===== src/hdl/midi_chord_generator_defines.svh =====
// Assertion macros for the chord generator.
// Included by the top level; the assertion bodies refer to its clk and rst.
`ifndef MIDI_CHORD_GENERATOR_DEFINES_SVH
`define MIDI_CHORD_GENERATOR_DEFINES_SVH
`ifndef SYNTH
// A property that is checked outside reset.
`define MCG_ASSERT(lbl, prop, msg) \
  lbl: assert property (@(posedge clk) disable iff (rst) prop) else $error(msg);
// A property that is checked during reset as well.
`define MCG_ASSERT_RESET(lbl, prop, msg) \
  lbl: assert property (@(posedge clk) prop) else $error(msg);
`else
`define MCG_ASSERT(lbl, prop, msg)
`define MCG_ASSERT_RESET(lbl, prop, msg)
`endif
`endif


===== src/hdl/mcg_pkg.sv =====
// Shared types, constants and chord tables for the chord generator.
// No dependencies; imported by every module of the block.
`timescale 1ns / 1ps
package mcg_pkg;

  // Field and working widths.
  localparam int NOTE_W   = 7;
  localparam int VAL_W    = 9;   // signed working width: -12 .. 175 fits
  localparam int KIND_W   = 5;
  localparam int INV_W    = 2;
  localparam int MODE_W   = 2;
  localparam int COUNT_W  = 3;   // note counts up to seven
  localparam int TRACK_W  = 2;

  localparam int KIND_COUNT     = 17;
  localparam int TABLE_SLOTS    = 5;
  localparam int MAX_INVERSIONS = 3;
  localparam int QUEUE_DEPTH    = 2;

  localparam logic signed [VAL_W-1:0] OCTAVE_V   = 9'sd12;
  localparam logic signed [VAL_W-1:0] NOTE_MAX_V = 9'sd127;
  // Empty slots hold a value above any real note, so they always sort last.
  localparam logic signed [VAL_W-1:0] NOTE_SENTINEL = 9'sd255;

  // Configuration register indexes.
  localparam logic [1:0] REG_ENABLE    = 2'd0;
  localparam logic [1:0] REG_KINDS     = 2'd1;
  localparam logic [1:0] REG_INVERSION = 2'd2;
  localparam logic [1:0] REG_VOICING   = 2'd3;

  typedef enum logic [MODE_W-1:0] {
    VOICE_CLOSE  = 2'd0,
    VOICE_DROP2  = 2'd1,
    VOICE_DROP3  = 2'd2,
    VOICE_SPREAD = 2'd3
  } voicing_t;

  // What travels with each chord between the front end and the back end.
  typedef struct packed {
    logic [COUNT_W-1:0] count;
    voicing_t           mode;
  } chord_ctl_t;

  localparam logic [4:0] INTERVAL_TABLE [KIND_COUNT][TABLE_SLOTS] = '{
    '{5'd0, 5'd4, 5'd7, 5'd0, 5'd0},   '{5'd0, 5'd3, 5'd7, 5'd0, 5'd0},
    '{5'd0, 5'd3, 5'd6, 5'd0, 5'd0},   '{5'd0, 5'd4, 5'd8, 5'd0, 5'd0},
    '{5'd0, 5'd2, 5'd7, 5'd0, 5'd0},   '{5'd0, 5'd5, 5'd7, 5'd0, 5'd0},
    '{5'd0, 5'd4, 5'd7, 5'd11, 5'd0},  '{5'd0, 5'd3, 5'd7, 5'd10, 5'd0},
    '{5'd0, 5'd4, 5'd7, 5'd10, 5'd0},  '{5'd0, 5'd3, 5'd6, 5'd9, 5'd0},
    '{5'd0, 5'd3, 5'd6, 5'd10, 5'd0},  '{5'd0, 5'd4, 5'd8, 5'd10, 5'd0},
    '{5'd0, 5'd4, 5'd7, 5'd11, 5'd14}, '{5'd0, 5'd3, 5'd7, 5'd10, 5'd14},
    '{5'd0, 5'd4, 5'd7, 5'd10, 5'd14}, '{5'd0, 5'd7, 5'd12, 5'd0, 5'd0},
    '{5'd0, 5'd12, 5'd24, 5'd0, 5'd0}
  };

  localparam logic [COUNT_W-1:0] SIZE_TABLE [KIND_COUNT] = '{
    3'd3, 3'd3, 3'd3, 3'd3, 3'd3, 3'd3, 3'd4, 3'd4, 3'd4,
    3'd4, 3'd4, 3'd4, 3'd5, 3'd5, 3'd5, 3'd3, 3'd3
  };

  // Interval of one slot of a chord kind; zero outside the table.
  function automatic logic [4:0] chord_interval(input logic [KIND_W-1:0] kind,
                                                input int slot);
    logic [4:0] result;
    result = 5'd0;
    if (kind < KIND_W'(KIND_COUNT) && slot < TABLE_SLOTS) begin
      result = INTERVAL_TABLE[kind][slot];
    end
    return result;
  endfunction

  // Number of notes of a chord kind; zero for a kind outside the table.
  function automatic logic [COUNT_W-1:0] chord_size(input logic [KIND_W-1:0] kind);
    logic [COUNT_W-1:0] result;
    result = '0;
    if (kind < KIND_W'(KIND_COUNT)) begin
      result = SIZE_TABLE[kind];
    end
    return result;
  endfunction

endpackage


===== src/hdl/mcg_front.sv =====
// Front end: configuration registers, classification, chord build and inversions.
// Depends on mcg_pkg; feeds the chord queue.
`timescale 1ns / 1ps
module mcg_front import mcg_pkg::*; #(
  parameter int TRACKS    = 4,
  parameter int MAX_NOTES = 5
) (
  input  logic                           clk,
  input  logic                           rst,
  input  logic                           push,
  output logic                           full,
  input  logic [TRACK_W-1:0]             track,
  input  logic [NOTE_W-1:0]              base_note,
  input  logic                           cfg_write,
  input  logic [1:0]                     cfg_index,
  input  logic [KIND_W*TRACKS-1:0]       cfg_data,
  input  logic                           q_full,
  output logic                           q_write,
  output logic signed [VAL_W-1:0]        q_notes [MAX_NOTES],
  output chord_ctl_t                     q_ctl
);

  logic [TRACKS-1:0]        enable_mask;
  logic [KIND_W*TRACKS-1:0] chord_kinds;
  logic [INV_W*TRACKS-1:0]  inversion_counts;
  logic [MODE_W*TRACKS-1:0] voicing_modes;

  // Held chord, built but not yet inverted.
  logic                     held;
  logic signed [VAL_W-1:0]  held_notes [MAX_NOTES];
  logic [COUNT_W-1:0]       held_count;
  logic [INV_W-1:0]         held_inv;
  voicing_t                 held_mode;

  logic [TRACKS-1:0]        en_sh;
  logic [KIND_W*TRACKS-1:0] kinds_sh;
  logic [INV_W*TRACKS-1:0]  inv_sh;
  logic [MODE_W*TRACKS-1:0] mode_sh;
  logic [KIND_W-1:0]        kind;
  logic                     passthrough;
  logic [COUNT_W-1:0]       size_sel;
  logic signed [VAL_W-1:0]  build_val;
  logic                     build_keep;
  logic signed [VAL_W-1:0]  build_notes [MAX_NOTES];
  logic [COUNT_W-1:0]       build_count;
  logic [INV_W-1:0]         build_inv;
  voicing_t                 build_mode;
  logic                     accept;

  logic signed [VAL_W-1:0]  stg [MAX_INVERSIONS+1][MAX_NOTES];
  logic signed [VAL_W-1:0]  wsh [MAX_NOTES];
  logic signed [VAL_W-1:0]  ins_val;

  // Configuration writes.
  always_ff @(posedge clk) begin
    if (rst) begin
      enable_mask      <= '0;
      chord_kinds      <= '0;
      inversion_counts <= '0;
      voicing_modes    <= '0;
    end else if (cfg_write) begin
      unique case (cfg_index)
        REG_ENABLE:    enable_mask      <= cfg_data[TRACKS-1:0];
        REG_KINDS:     chord_kinds      <= cfg_data;
        REG_INVERSION: inversion_counts <= cfg_data[INV_W*TRACKS-1:0];
        REG_VOICING:   voicing_modes    <= cfg_data[MODE_W*TRACKS-1:0];
        default:       ;
      endcase
    end
  end

  // Pick the track's settings and decide whether a chord is built at all.
  always_comb begin
    en_sh    = enable_mask >> int'(track);
    kinds_sh = chord_kinds >> (KIND_W * int'(track));
    inv_sh   = inversion_counts >> (INV_W * int'(track));
    mode_sh  = voicing_modes >> (MODE_W * int'(track));
    kind     = kinds_sh[KIND_W-1:0];
    passthrough = (int'(track) >= TRACKS) || !en_sh[0] ||
                  (kind >= KIND_W'(KIND_COUNT));
    size_sel = passthrough ? COUNT_W'(1) : chord_size(kind);
  end

  // Build the chord. Intervals ascend, so the notes kept form a prefix.
  always_comb begin
    build_count = '0;
    build_val   = '0;
    build_keep  = 1'b0;
    for (int i = 0; i < MAX_NOTES; i++) begin
      build_val = $signed({2'b00, base_note}) +
                  $signed({4'b0000, (passthrough ? 5'd0 : chord_interval(kind, i))});
      build_keep = (COUNT_W'(i) < size_sel) && (build_val <= NOTE_MAX_V);
      build_notes[i] = build_keep ? build_val : NOTE_SENTINEL;
      build_count = build_count + COUNT_W'(build_keep);
    end
    if (passthrough) begin
      build_inv  = '0;
      build_mode = VOICE_CLOSE;
    end else begin
      build_inv  = (COUNT_W'(inv_sh[INV_W-1:0]) >= build_count) ?
                   INV_W'(build_count - COUNT_W'(1)) : inv_sh[INV_W-1:0];
      build_mode = voicing_t'(mode_sh[MODE_W-1:0]);
    end
  end

  assign full    = held && q_full;
  assign accept  = push && !full;
  assign q_write = held && !q_full;

  // Holding register between the input port and the inversion logic.
  always_ff @(posedge clk) begin
    if (rst) begin
      held <= 1'b0;
    end else if (accept) begin
      held <= 1'b1;
    end else if (q_write) begin
      held <= 1'b0;
    end
    if (accept) begin
      held_notes <= build_notes;
      held_count <= build_count;
      held_inv   <= build_inv;
      held_mode  <= build_mode;
    end
  end

  // Each inversion takes the lowest note out and inserts it an octave up
  // into the remaining sorted notes.
  always_comb begin
    stg[0]  = held_notes;
    wsh     = held_notes;
    ins_val = '0;
    for (int s = 0; s < MAX_INVERSIONS; s++) begin
      if (s < int'(held_inv)) begin
        for (int k = 0; k < MAX_NOTES - 1; k++) begin
          wsh[k] = stg[s][k+1];
        end
        wsh[MAX_NOTES-1] = NOTE_SENTINEL;
        ins_val = stg[s][0] + OCTAVE_V;
        stg[s+1][0] = (wsh[0] <= ins_val) ? wsh[0] : ins_val;
        for (int k = 1; k < MAX_NOTES; k++) begin
          if (wsh[k] <= ins_val) begin
            stg[s+1][k] = wsh[k];
          end else if (wsh[k-1] <= ins_val) begin
            stg[s+1][k] = ins_val;
          end else begin
            stg[s+1][k] = wsh[k-1];
          end
        end
      end else begin
        stg[s+1] = stg[s];
      end
    end
  end

  assign q_notes     = stg[MAX_INVERSIONS];
  assign q_ctl.count = held_count;
  assign q_ctl.mode  = held_mode;

endmodule


===== src/hdl/mcg_queue.sv =====
// Short queue of inverted chords between the front end and the back end.
// Depends on mcg_pkg.
`timescale 1ns / 1ps
module mcg_queue import mcg_pkg::*; #(
  parameter int MAX_NOTES = 5
) (
  input  logic                    clk,
  input  logic                    rst,
  input  logic                    wr_en,
  input  logic signed [VAL_W-1:0] wr_notes [MAX_NOTES],
  input  chord_ctl_t              wr_ctl,
  output logic                    q_full,
  input  logic                    rd_en,
  output logic                    q_valid,
  output logic signed [VAL_W-1:0] rd_notes [MAX_NOTES],
  output chord_ctl_t              rd_ctl
);

  localparam int PTR_W   = (QUEUE_DEPTH > 1) ? $clog2(QUEUE_DEPTH) : 1;
  localparam int LEVEL_W = $clog2(QUEUE_DEPTH + 1);

  logic signed [VAL_W-1:0] mem_notes [QUEUE_DEPTH][MAX_NOTES];
  chord_ctl_t              mem_ctl   [QUEUE_DEPTH];
  logic [PTR_W-1:0]        wr_ptr;
  logic [PTR_W-1:0]        rd_ptr;
  logic [LEVEL_W-1:0]      level;

  assign q_full  = (level == LEVEL_W'(QUEUE_DEPTH));
  assign q_valid = (level != '0);

  // Pointers and fill level.
  always_ff @(posedge clk) begin
    if (rst) begin
      wr_ptr <= '0;
      rd_ptr <= '0;
      level  <= '0;
    end else begin
      if (wr_en) begin
        wr_ptr <= (wr_ptr == PTR_W'(QUEUE_DEPTH - 1)) ? '0 : wr_ptr + PTR_W'(1);
      end
      if (rd_en) begin
        rd_ptr <= (rd_ptr == PTR_W'(QUEUE_DEPTH - 1)) ? '0 : rd_ptr + PTR_W'(1);
      end
      if (wr_en && !rd_en) begin
        level <= level + LEVEL_W'(1);
      end else if (rd_en && !wr_en) begin
        level <= level - LEVEL_W'(1);
      end
    end
  end

  // Entry storage.
  always_ff @(posedge clk) begin
    if (wr_en) begin
      mem_notes[wr_ptr] <= wr_notes;
      mem_ctl[wr_ptr]   <= wr_ctl;
    end
  end

  assign rd_notes = mem_notes[rd_ptr];
  assign rd_ctl   = mem_ctl[rd_ptr];

endmodule


===== src/hdl/mcg_back.sv =====
// Back end: voicing, sort and clamp of one chord, then one note word per cycle
// while pop takes them. Depends on mcg_pkg; reads the chord queue.
`timescale 1ns / 1ps
module mcg_back import mcg_pkg::*; #(
  parameter int MAX_NOTES = 5
) (
  input  logic                    clk,
  input  logic                    rst,
  input  logic                    q_valid,
  input  logic signed [VAL_W-1:0] q_notes [MAX_NOTES],
  input  chord_ctl_t              q_ctl,
  output logic                    q_pop,
  input  logic                    pop,
  output logic                    empty,
  output logic [NOTE_W-1:0]       note,
  output logic                    final_note
);

  localparam int IDX_W = $clog2(MAX_NOTES);

  logic signed [VAL_W-1:0] adj  [MAX_NOTES];
  logic signed [VAL_W-1:0] srt  [MAX_NOTES+1][MAX_NOTES];
  logic [NOTE_W-1:0]       clamped [MAX_NOTES];

  // Chord being sent out.
  logic                    work_valid;
  logic [NOTE_W-1:0]       work_notes [MAX_NOTES];
  logic [COUNT_W-1:0]      work_count;
  logic [IDX_W-1:0]        work_idx;

  logic                    out_valid;
  logic                    out_take;
  logic                    emit;
  logic                    last;
  logic                    work_free;

  // Voicing moves at most two notes by an octave.
  always_comb begin
    for (int i = 0; i < MAX_NOTES; i++) begin
      adj[i] = q_notes[i];
      unique case (q_ctl.mode)
        VOICE_CLOSE: ;
        VOICE_DROP2: begin
          if (q_ctl.count >= COUNT_W'(3) && COUNT_W'(i + 2) == q_ctl.count) begin
            adj[i] = q_notes[i] - OCTAVE_V;
          end
        end
        VOICE_DROP3: begin
          if (q_ctl.count >= COUNT_W'(4) && COUNT_W'(i + 3) == q_ctl.count) begin
            adj[i] = q_notes[i] - OCTAVE_V;
          end
        end
        VOICE_SPREAD: begin
          if (q_ctl.count >= COUNT_W'(3) && i >= 2 && ((i & 1) == 0) &&
              COUNT_W'(i) < q_ctl.count) begin
            adj[i] = q_notes[i] + OCTAVE_V;
          end
        end
        default: ;
      endcase
    end
  end

  // Odd-even transposition sort; empty slots stay at the top.
  always_comb begin
    srt[0] = adj;
    for (int r = 0; r < MAX_NOTES; r++) begin
      srt[r+1] = srt[r];
      for (int k = 0; k < MAX_NOTES - 1; k++) begin
        if (((k ^ r) & 1) == 0 && srt[r][k] > srt[r][k+1]) begin
          srt[r+1][k]   = srt[r][k+1];
          srt[r+1][k+1] = srt[r][k];
        end
      end
    end
  end

  // Clamp into the note range.
  always_comb begin
    for (int i = 0; i < MAX_NOTES; i++) begin
      if (srt[MAX_NOTES][i] > NOTE_MAX_V) begin
        clamped[i] = NOTE_W'(NOTE_MAX_V);
      end else if (srt[MAX_NOTES][i] < 0) begin
        clamped[i] = '0;
      end else begin
        clamped[i] = srt[MAX_NOTES][i][NOTE_W-1:0];
      end
    end
  end

  assign out_take  = !out_valid || pop;
  assign emit      = work_valid && out_take;
  assign last      = (COUNT_W'(work_idx) + COUNT_W'(1) == work_count);
  assign work_free = !work_valid || (emit && last);
  assign q_pop     = q_valid && work_free;

  // Load a chord from the queue and step through its notes.
  always_ff @(posedge clk) begin
    if (rst) begin
      work_valid <= 1'b0;
      work_idx   <= '0;
    end else if (q_pop) begin
      work_valid <= 1'b1;
      work_idx   <= '0;
    end else if (emit && last) begin
      work_valid <= 1'b0;
    end else if (emit) begin
      work_idx <= work_idx + IDX_W'(1);
    end
    if (q_pop) begin
      work_notes <= clamped;
      work_count <= q_ctl.count;
    end
  end

  // Output register, refilled in the cycle its word is taken.
  always_ff @(posedge clk) begin
    if (rst) begin
      out_valid <= 1'b0;
    end else if (emit) begin
      out_valid <= 1'b1;
    end else if (pop) begin
      out_valid <= 1'b0;
    end
    if (emit) begin
      note       <= work_notes[work_idx];
      final_note <= last;
    end
  end

  assign empty = !out_valid;

endmodule


===== src/hdl/midi_chord_generator.sv =====
// MIDI chord generator: root note in, ascending chord notes out.
// Depends on mcg_pkg, mcg_front, mcg_queue, mcg_back and the defines header.
//
// Input side is a queue: present track and base_note with push; the item is
// taken at a clock edge with push high and full low. Results are a queue
// too: while empty is low, note and final_note carry the oldest note word;
// pop takes it. One root note gives one to five words, lowest note first,
// with final_note set on the last one. Configuration is written through
// cfg_write, cfg_index and cfg_data, by the user only while the block is
// idle; the block itself does not enforce this. An item goes from the
// holding register through the inversion logic into the chord queue, then
// through voicing and sort into the send register, then into the output
// register, which gives one word per cycle while pop takes it. The front
// end keeps accepting new items before a chord is sent, while the holding
// register is free or the two-entry chord queue has room. When pop stays
// low the output holds, the queue fills and full rises. Synchronous reset
// clears the configuration, the valid flags, the queue and the output;
// empty is high and full is low after reset.
`timescale 1ns / 1ps
`include "midi_chord_generator_defines.svh"
module midi_chord_generator import mcg_pkg::*; #(
  parameter int TRACKS    = 4,
  parameter int MAX_NOTES = 5
) (
  input  logic                     clk,
  input  logic                     rst,
  input  logic                     push,
  output logic                     full,
  input  logic [TRACK_W-1:0]       track,
  input  logic [NOTE_W-1:0]        base_note,
  input  logic                     pop,
  output logic                     empty,
  output logic [NOTE_W-1:0]        note,
  output logic                     final_note,
  input  logic                     cfg_write,
  input  logic [1:0]               cfg_index,
  input  logic [KIND_W*TRACKS-1:0] cfg_data
);

  logic                    q_write;
  logic                    q_full;
  logic                    q_valid;
  logic                    q_pop;
  logic signed [VAL_W-1:0] wr_notes [MAX_NOTES];
  logic signed [VAL_W-1:0] rd_notes [MAX_NOTES];
  chord_ctl_t              wr_ctl;
  chord_ctl_t              rd_ctl;

  mcg_front #(
    .TRACKS    (TRACKS),
    .MAX_NOTES (MAX_NOTES)
  ) u_front (
    .clk       (clk),
    .rst       (rst),
    .push      (push),
    .full      (full),
    .track     (track),
    .base_note (base_note),
    .cfg_write (cfg_write),
    .cfg_index (cfg_index),
    .cfg_data  (cfg_data),
    .q_full    (q_full),
    .q_write   (q_write),
    .q_notes   (wr_notes),
    .q_ctl     (wr_ctl)
  );

  mcg_queue #(
    .MAX_NOTES (MAX_NOTES)
  ) u_queue (
    .clk      (clk),
    .rst      (rst),
    .wr_en    (q_write),
    .wr_notes (wr_notes),
    .wr_ctl   (wr_ctl),
    .q_full   (q_full),
    .rd_en    (q_pop),
    .q_valid  (q_valid),
    .rd_notes (rd_notes),
    .rd_ctl   (rd_ctl)
  );

  mcg_back #(
    .MAX_NOTES (MAX_NOTES)
  ) u_back (
    .clk        (clk),
    .rst        (rst),
    .q_valid    (q_valid),
    .q_notes    (rd_notes),
    .q_ctl      (rd_ctl),
    .q_pop      (q_pop),
    .pop        (pop),
    .empty      (empty),
    .note       (note),
    .final_note (final_note)
  );

  // Checks on the block's own sequencing.
  `MCG_ASSERT_RESET(a_reset_clears, rst |=> (empty && !full), "reset left a word or a stall")
  `MCG_ASSERT(a_chord_runs_on, (!empty && pop && !final_note) |=> !empty, "chord broke off")
  `MCG_ASSERT(a_full_needs_queue, full |-> (q_full && q_valid), "stall without a full queue")
  `MCG_ASSERT(a_pop_needs_entry, q_pop |-> q_valid, "queue read while empty")

endmodule

===== config.mk =====
export PLATFORM = sky130hd
export DESIGN_NAME = midi_chord_generator
export DESIGN_NICKNAME = d
export VERILOG_FILES = /design/src/hdl/mcg_pkg.sv /design/src/hdl/mcg_front.sv /design/src/hdl/mcg_queue.sv /design/src/hdl/mcg_back.sv /design/src/hdl/midi_chord_generator.sv
export VERILOG_INCLUDE_DIRS = /design/src /design/src/hdl
export SDC_FILE = /design/constraint.sdc
export NUM_CORES = 1
export LEC_CHECK = 0
export BUFFER_PORTS_ARGS = -buffer_cell sky130_fd_sc_hd__buf_2
export CAP_MARGIN = 40
export CORE_MARGIN = 2
export CORE_UTILIZATION = 50
export DETAILED_ROUTE_END_ITERATION = 16
export PLACE_DENSITY = 0.73
export SYNTH_ARGS = -nofsm -noshare
export SYNTH_HDL_FRONTEND = slang
export SYNTH_SLANG_ARGS = --single-unit

===== constraint.sdc =====
create_clock -name clk -period 12.15 [get_ports clk]
set_clock_uncertainty 0.15 [all_clocks]
set_input_delay 2.43 -clock clk [delete_from_list [all_inputs] [get_ports clk]]
set_output_delay 2.43 -clock clk [all_outputs]
set_load 0.02 [all_outputs]

Yosys cells after proc, flatten, opt, wreduce, memory -nomap -nowiden
Memories as Yosys holds them, arrays and structs flattened. A register that Yosys moved wholly into a read port is not among the register bits.
Cells that the tools add are included.
{"block": "classes", "n_addsub": 25, "multipliers": 1, "div": 0, "n_lt_le_gt_ge": 57, "eq_ne": 14, "shifts": 4, "mux": 98, "n_bitwise": 3, "reduce_logical": 47}
{"operator": "$mux W9", "count": 39}
{"operator": "$mux W18", "count": 10}
{"operator": "$mux W45", "count": 3}
{"operator": "$le A9 B9 Y1", "count": 12}
{"operator": "$gt A9 B9 Y1", "count": 10}
{"operator": "$pmux W9 S2", "count": 3}
{"operator": "$pmux W9 S3", "count": 2}
{"operator": "$mux W25", "count": 2}
{"operator": "$mux W5", "count": 10}
{"operator": "$mux W7", "count": 7}
{"operator": "$add A9 B5 Y9 const B", "count": 5}
{"operator": "$gt A9 B8 Y1 const B", "count": 5}
{"operator": "$le A9 B8 Y1 const B", "count": 5}
{"operator": "$lt A9 B1 Y1 const B", "count": 5}
{"operator": "$sub A9 B5 Y9 const B", "count": 5}
{"operator": "$add A7 B5 Y8", "count": 5}
{"operator": "$shr A20 B32 Y5", "count": 1}
{"operator": "$le A9 B9 Y1 const A", "count": 3}
{"operator": "$logic_and A1 B1 Y1", "count": 25}
{"operator": "$bmux W7 S3", "count": 1}
{"operator": "$shr A8 B3 Y2", "count": 2}
{"operator": "$mux W1", "count": 14}
{"operator": "$eq A3 B3 Y1 const A", "count": 4}
{"operator": "$mux W3", "count": 4}
{"operator": "other kinds (34)", "count": 67}
{"block": "word_totals", "register_bits": 148, "latch_bits": 0, "mem_bits_rw": 100, "romBits": 896, "out_inout_bits": 10, "mem_count": 4}
{"memory": "(name not given)", "words": 32, "word_bits": 25, "rd": 1, "rd_ports_with_merged_regs": 0, "write_ports": 0, "line": "mcg_pkg.sv:67", "source": "result = INTERVAL_TABLE[kind][slot];"}
{"memory": "(name not given)", "words": 32, "word_bits": 3, "rd": 1, "rd_ports_with_merged_regs": 0, "write_ports": 0, "line": "mcg_pkg.sv:77", "source": "result = SIZE_TABLE[kind];"}
{"memory": "u_queue.mem_notes", "words": 2, "word_bits": 45, "rd": 1, "rd_ports_with_merged_regs": 1, "write_ports": 1, "line": "mcg_queue.sv:22", "source": "logic signed [VAL_W-1:0] mem_notes [QUEUE_DEPTH][MAX_NOTES];"}
{"memory": "u_queue.mem_ctl", "words": 2, "word_bits": 5, "rd": 1, "rd_ports_with_merged_regs": 1, "write_ports": 1, "line": "mcg_queue.sv:23", "source": "chord_ctl_t mem_ctl [QUEUE_DEPTH];"}

Depth between registers and ports, before layout
Gate-level depths: netlist of run 1.
{"block": "depth", "ltp_word": 17, "ltp_mapped": 65, "ltp_nobuf": 54}

Hierarchy
From an unflattened synthesis of run 1, not the netlist that was laid out.
{"block": "hier_totals", "cells_unflattened": 2612, "hier_area_um2": 23172.2}
{"module": "mcg_front", "n_inst": 1, "cells_per_inst": 1293, "area_each_um2": 10356.2}
{"module": "mcg_back", "n_inst": 1, "cells_per_inst": 1141, "area_each_um2": 8997.4}
{"module": "mcg_queue", "n_inst": 1, "cells_per_inst": 178, "area_each_um2": 3818.7}

Worst setup path after synthesis of run 1
Ideal clock, no wire load.
{"block": "synth_path", "path_kind": "reg-to-reg", "start": "reg with a tool-made name", "end": "reg u_back.work_notes[18] (netlist bit) (data pin)", "setup_time_ps": 254, "arrival_ps": 12497, "required_ps": 11746, "slack_ps": -751, "path_stages_with_launch": 58, "path_buffers": 13, "path_cell_list": "dfxtp_1 buf_6 buf_2 buf_2 buf_2 buf_2 mux2i_1 ha_1 clkbuf_1 nor2_1 clkbuf_1 o31ai_1 o21ai_0 and2_1 ha_1 nand4_1 o21ai_0 o22ai_1 [... 22 more ...] o21a_1 o21a_1 o21ai_0 a211oi_1 o21ai_1 clkbuf_1 mux2i_1 inv_1 ha_1 o21a_1 o21ai_0 a21o_1 a31oi_1 a21o_1 buf_1 o2111a_1 a2bb2oi_1 o21a_1"}
{"item": "end signal: assignment", "line": "mcg_back.sv:111", "source": "work_notes <= clamped;"}
{"item": "end: declaration", "line": "mcg_back.sv:27", "source": "logic [NOTE_W-1:0] work_notes [MAX_NOTES];"}

==> impl_metrics.json, run 1 <==
{
  "outcome": "complete, no violations",
  "path_class": "reg -> reg",
  "synth.avg_cell_area_um2": 8.88,
  "startpoint_class": "register",
  "num_antenna_cells": 0,
  "floorplan.core_area_um2": 45500,
  "wl_per_cell_um": 22.6,
  "synth_common_cells": "sky130_fd_sc_hd__ha_1, sky130_fd_sc_hd__nor2_1, sky130_fd_sc_hd__nand2_1, sky130_fd_sc_hd__edfxtp_1, sky130_fd_sc_hd__inv_1",
  "cts_buffer_depth": 3,
  "cts_sinks": 244,
  "clock-root-buffer": "sky130_fd_sc_hd__clkbuf_16",
  "detailroute.via_count": 21900,
  "grt.overflow.total": 0,
  "clock_tree_from_tritoncts": "done",
  "synth_edf_count": 193,
  "die_width_um": 219,
  "setup_violations": 0,
  "timing.critical_path.fanout_max": 16,
  "yosysWarnings": 0,
  "synth-seq-area-share_pct": 29.5,
  "final_period_minus_worst_setup_slack_ps": 11610,
  "synth.top_cells.by_area": "sky130_fd_sc_hd__edfxtp_1, sky130_fd_sc_hd__ha_1, sky130_fd_sc_hd__dfxtp_1",
  "finalCritPeriodShare_pct": 95.6,
  "placed_area_um2": 24900,
  "clk_pin_slew_worst_paths_ps": 60,
  "global_route.usage.met1_pct": 41.2,
  "grt_antenna_before_repair": 1,
  "seq_area_um2": 6820,
  "remaining_drc_errors": 0,
  "worst_slew_margin_rel_pct": 34.0,
  "met2_usage_in_global_routing_pct": 51.2,
  "layout-area-overhead-vs-synth_pct": 13.0,
  "nFillCells": 4074,
  "grt_max_degree": 81,
  "cp_num_buf_inv": 7,
  "gpl.final_weighted_congestion": 0.985,
  "synth_ff_type": "sky130_fd_sc_hd__edfxtp_1",
  "setup.reg_to_reg.worst_slack_ps": 540,
  "dp.cells": 3299,
  "cts_buffers": 27,
  "worstHoldStart": "u_front.held_count[1]",
  "drt_iter0_drc": 2053,
  "synth_most_common_cell": "sky130_fd_sc_hd__ha_1",
  "worst_path_max_delay_cell": "sky130_fd_sc_hd__dfxtp_4",
  "drt-pass1-iter-count": 6,
  "maxCapViolations": 0,
  "detailed_place_hpwl_mm": 59.6,
  "synth_top_area_cell": "sky130_fd_sc_hd__edfxtp_1",
  "worst_ep_required_time_ps": 12300,
  "globalRouteMet3Util_pct": 4.39,
  "dieArea_um2": 48000,
  "synthesized_instance_count": 2605,
  "maxClockFrequency_mhz": 86.1,
  "grt_util_all_layers_pct": 30.8,
  "vias_per_cell": 6.52,
  "design.final.nets": 3023,
  "num_rows": 78,
  "holdPathEnd": "u_queue.mem_ctl[0][3]",
  "initial_core_utilization_pct": 50.9,
  "top_level_ports": 46,
  "ys_ff_latch": 244,
  "area_of_the_multi_input_gates_um2": 15500,
  "hold_path.class": "reg -> reg",
  "worstRegToRegCells": 51,
  "grt_pass1_wl_mm": 116,
  "insertion_delay_ps": 570,
  "netlist_area_um2": 23100,
  "number_of_slew_limit_violations_in_the_final_report": 0,
  "io_buffer_count": 45,
  "via_count_of_the_first_global_routing_pass": 21000,
  "cpPeakStageDelay_ps": 440,
  "worstHoldPathCells": 0,
  "layout.cells.non_filler": 3363,
  "crit_top_cell": "sky130_fd_sc_hd__o21a_1",
  "route.final.wire_length_mm": 76.0,
  "worst_setup_path_end_kind": "register",
  "finalInstanceArea_um2": 26100,
  "worstMarginPinSlew_ps": 990,
  "worst-endpoint-arrival_ps": 11760,
  "finalHoldViolCount": 0,
  "layout-drive-gt1-share_pct": 16.8,
  "proportion_of_netlist_area_held_by_the_largest_area_contributor_pct": 25.0,
  "die_h_um": 219,
  "drtAntennaViolNets": 0,
  "gr-max-usage-layer": "met2",
  "post_cts_hold_buffer_count": 0,
  "r2r_end": "u_back.work_notes[13]",
  "h-tree-depth": 1,
  "postSynth.asyncResetShare_pct": 0,
  "synth.lib_cells_used.distinct": 119,
  "crit_family": "compound AO/OA/AOI/OAI gates"
}
==> registers in the layout, summed over array words and instances (netlist names), 4 cells and up, named ones only <==
signal and flops:
u_queue.mem_ctl 10, u_front.chord_kinds 20, u_front.voicing_modes 8, u_back.work_notes 35, u_front.enable_mask 4, u_front.inversion_counts 8, u_queue.mem_notes 90, u_front.held_notes 40
u_back.note 7
==> worst max path at each step <==
stage                  start                    end  cells after the start
CTS                 register  u_back.work_notes[30]                     49
global route        register  u_back.work_notes[12]                     50
floorplan           register  u_back.work_notes[18]                     59
finish              register  u_back.work_notes[13]                     51
detailed placement  register  u_back.work_notes[26]                     48
global placement    register  u_back.work_notes[18]                     48
==> cells by family (layout without fill, tap and decap cells) <==
| group | after synthesis | in the layout | share of synthesized area, % |
|---|---|---|---|
| compound gates | 767 | 767 | 23.9 |
| fa+ha+maj | 243 | 243 | 13.3 |
| other cells | 2 | 6 | 0.0325 |
| simple gates | 861 | 861 | 18.5 |
| flops | 244 | 244 | 29.5 |
| buf+inv | 293 | 447 | 5.07 |
| xor+xnor | 39 | 39 | 1.57 |
| mux | 156 | 156 | 8.11 |
==> placed cells by master, fill, tap and decap left out, types with 50 or more instances in the layout <==
cell type / n
sky130_fd_sc_hd__a21oi_1: 148
sky130_fd_sc_hd__buf_4: 165
sky130_fd_sc_hd__dfxtp_1: 50
sky130_fd_sc_hd__edfxtp_1: 193
sky130_fd_sc_hd__ha_1: 234
sky130_fd_sc_hd__inv_1: 173
sky130_fd_sc_hd__mux2i_1: 83
sky130_fd_sc_hd__nand2_1: 208
sky130_fd_sc_hd__nand3_1: 68
sky130_fd_sc_hd__nand4_1: 53
sky130_fd_sc_hd__nor2_1: 214
sky130_fd_sc_hd__nor3_1: 82
sky130_fd_sc_hd__o21a_1: 50
sky130_fd_sc_hd__o21ai_0: 114
==> metal layers <==
metal	up-vias	share of wire (%)
li1	10200	-
met1	10500	42
met2	1012	47
met3	189	7.4
met4	2	3.4
met5	-	0.017
==> final cells by class <==
class / instances / area share (%)
Clock buffer: 33 / 2.75
Clock inverter: 15 / 0.455
Inverter: 179 / 2.58
Multi-Input combinational cell: 2072 / 59.1
Sequential cell: 244 / 26.1
Tap cell: 600 / 2.87
Timing Repair Buffer: 220 / 6.14
==> metrics by stage <==
stage          setup WS [ps]  utilization [%]  hold slack, ps  TNS [ps]
3_3_place_gp             132             54.6             273         0
6_report                 539             57.5             302         0
3_5_place_dp            -113             54.7             282      -614
4_1_cts                 52.5             56.6             297         0
5_1_grt                 -116             57.5             312     -1730
2_1_floorplan           14.9                -             271         0
==> what timing repair did <==
action / 4_1_cts / 5_1_grt
pin swaps: 0 / 6
buffers inserted: 0 / 11
gates cloned: 0 / 2
endpoints found under the setup margin: 27 / 28
resized for setup: 2 / 61
Power of run 1 is left out: the tool's default activity adds up to more than one toggle a clock period on the data nets, which glitch-free logic cannot reach.
==> inputs of run 2 (changes only) <==
--- a/config.mk
+++ b/config.mk
@@ -11,6 +11,7 @@
 export CORE_MARGIN = 2
 export CORE_UTILIZATION = 50
 export DETAILED_ROUTE_END_ITERATION = 16
+export GPL_TIMING_DRIVEN = 0
 export PLACE_DENSITY = 0.73
 export SYNTH_ARGS = -nofsm -noshare
 export SYNTH_HDL_FRONTEND = slang
==> run 2 against run 1 <==
  * Die area unchanged
  * Via count up 3.0%
  * Flip-flop and latch count unchanged
  * Non-clock buffer count up 42
  * First-iteration DRC count up 25%
  * Final cell count up 1.3%
  * Routed wire length up 6.3%
  * Sequential share of layout area down 1.0 points
  * Critical path depth up 6
  * Final area up 4.1%
==> impl_metrics.json, run 2 (same netlist as run 1, synthesis figures left out) <==
{
  "worst-endpoint-arrival_ps": 12060,
  "outcome": "complete, no violations",
  "worstMarginPinSlew_ps": 940,
  "mostFrequentLayoutCells": "sky130_fd_sc_hd__ha_1, sky130_fd_sc_hd__nor2_1, sky130_fd_sc_hd__nand2_1, sky130_fd_sc_hd__edfxtp_1, sky130_fd_sc_hd__inv_1",
  "largest_register_ffs": 90,
  "drt_iter0_drc": 2562,
  "cp_num_buf_inv": 11,
  "wl_per_cell_um": 23.7,
  "timing.critical_path.fanout_max": 12,
  "floorplan.core_area_um2": 45500,
  "grt_max_degree": 39,
  "worst_setup_path_end_kind": "register",
  "grt_util_all_layers_pct": 32.7,
  "dp.cells": 3271,
  "route.final.wire_length_mm": 80.8,
  "reg_top3": "u_queue.mem_notes x90, u_front.held_notes x40, u_back.work_notes x35",
  "finalCritPeriodShare_pct": 98.1,
  "cpPeakStageDelay_ps": 550,
  "remaining_drc_errors": 0,
  "drtAntennaViolNets": 0,
  "insertion_delay_ps": 570,
  "crit_family": "compound AO/OA/AOI/OAI gates",
  "via_count_of_the_first_global_routing_pass": 21300,
  "number_of_slew_limit_violations_in_the_final_report": 0,
  "grt_pass1_wl_mm": 122,
  "layout-area-overhead-vs-synth_pct": 17.7,
  "finalHoldViolCount": 0,
  "num_rows": 78,
  "final_period_minus_worst_setup_slack_ps": 11920,
  "hold_path.class": "reg -> reg",
  "worst_slew_margin_rel_pct": 36.6,
  "io_buffer_count": 41,
  "clk_pin_slew_worst_paths_ps": 60,
  "clock_tree_from_tritoncts": "done",
  "postLayoutCoreUtil_pct": 59.9,
  "h-tree-depth": 1,
  "num_antenna_cells": 0,
  "vias_per_cell": 6.63,
  "fin_worst_hold_slack_ps": 287,
  "placed_area_um2": 24400,
  "dieArea_um2": 48000,
  "top_register": "u_queue.mem_notes",
  "path_class": "reg -> reg",
  "mostFrequentLayoutCell": "sky130_fd_sc_hd__ha_1",
  "die_width_um": 219,
  "cts_buffers": 27,
  "layout-drive-gt1-share_pct": 19.2,
  "grt_antenna_before_repair": 0,
  "grt.overflow.total": 0,
  "maxClockFrequency_mhz": 83.9,
  "startpoint_class": "register",
  "setup_violations": 0,
  "clock-root-buffer": "sky130_fd_sc_hd__clkbuf_16",
  "worst_path_max_delay_cell": "sky130_fd_sc_hd__a211oi_1",
  "layout.cells.non_filler": 3406,
  "finalInstanceArea_um2": 27200,
  "cts_buffer_depth": 3,
  "die_h_um": 219,
  "initial_core_utilization_pct": 50.9,
  "drt-pass1-iter-count": 7,
  "maxCapViolations": 0,
  "worst_ep_required_time_ps": 12290,
  "cts_sinks": 244,
  "gpl.final_weighted_congestion": 0.969,
  "design.final.nets": 3067,
  "top_level_ports": 46,
  "detailed_place_hpwl_mm": 62.6,
  "detailroute.via_count": 22600
}
-- run 2: cell count changes in the layout (fill, tap and decap cells not counted), sizes merged, moves of 2 or more --
cell         delta
inv             -2
buf            -22
clkinv          -7
dlygate4sd1     +2
clkbuf         +68
-- run 2: timing repair --
action,4_1_cts,5_1_grt
setup endpoints to repair,35,40
resized for setup,172,137
gates cloned,0,4
setup buffers,37,56
hold buffers,0,0
pin swaps,24,56
-- run 2: final cells by class --
class | instances | area (um2)
inverter | 179 | 674
clock inverter | 7 | 109
clock buffer | 40 | 771
fill | 3978 | 18200
timing repair buffer | 159 | 1170
multi-input combinational | 2074 | 16300
sequential | 244 | 6820
tap | 600 | 751
buffer | 103 | 681
-- run 2: through the flow --
| step | setup TNS [ps] | worst slack (ps) |
|---|---|---|
| 3_3_place_gp | -108150 | -3630 |
| 3_5_place_dp | -112360 | -3800 |
| 4_1_cts | 0 | 4.85 |
| 6_report | 0 | 229 |
| 5_1_grt | -3200 | -190 |
| 2_1_floorplan | 0 | 14.9 |
-- run 2: worst paths after layout --
check / slack (ps) / cells after the start / from / endpoint
worst min register to register: 290 / 0 / u_front.held_mode[1] / u_queue.mem_ctl[1][1]
worst max-delay path: 230 / 57 / register / u_back.work_notes[13]
worst max register to register: 230 / 57 / register / u_back.work_notes[13]
worst min-delay path: 290 / 0 / u_front.held_mode[1] / u_queue.mem_ctl[1][1]
-- run 2: layer usage --
layer	part of all wire [%]	global-route usage, %	vias up	wire length (um)
met4	3.6	10.4	0	2910
met5	0	0	-	0
met1	42	45.5	10900	34200
met3	9.7	5.97	227	7820
li1	-	-	10300	-
met2	44	51.5	1188	35900
Power of run 2 is left out for the same reason.
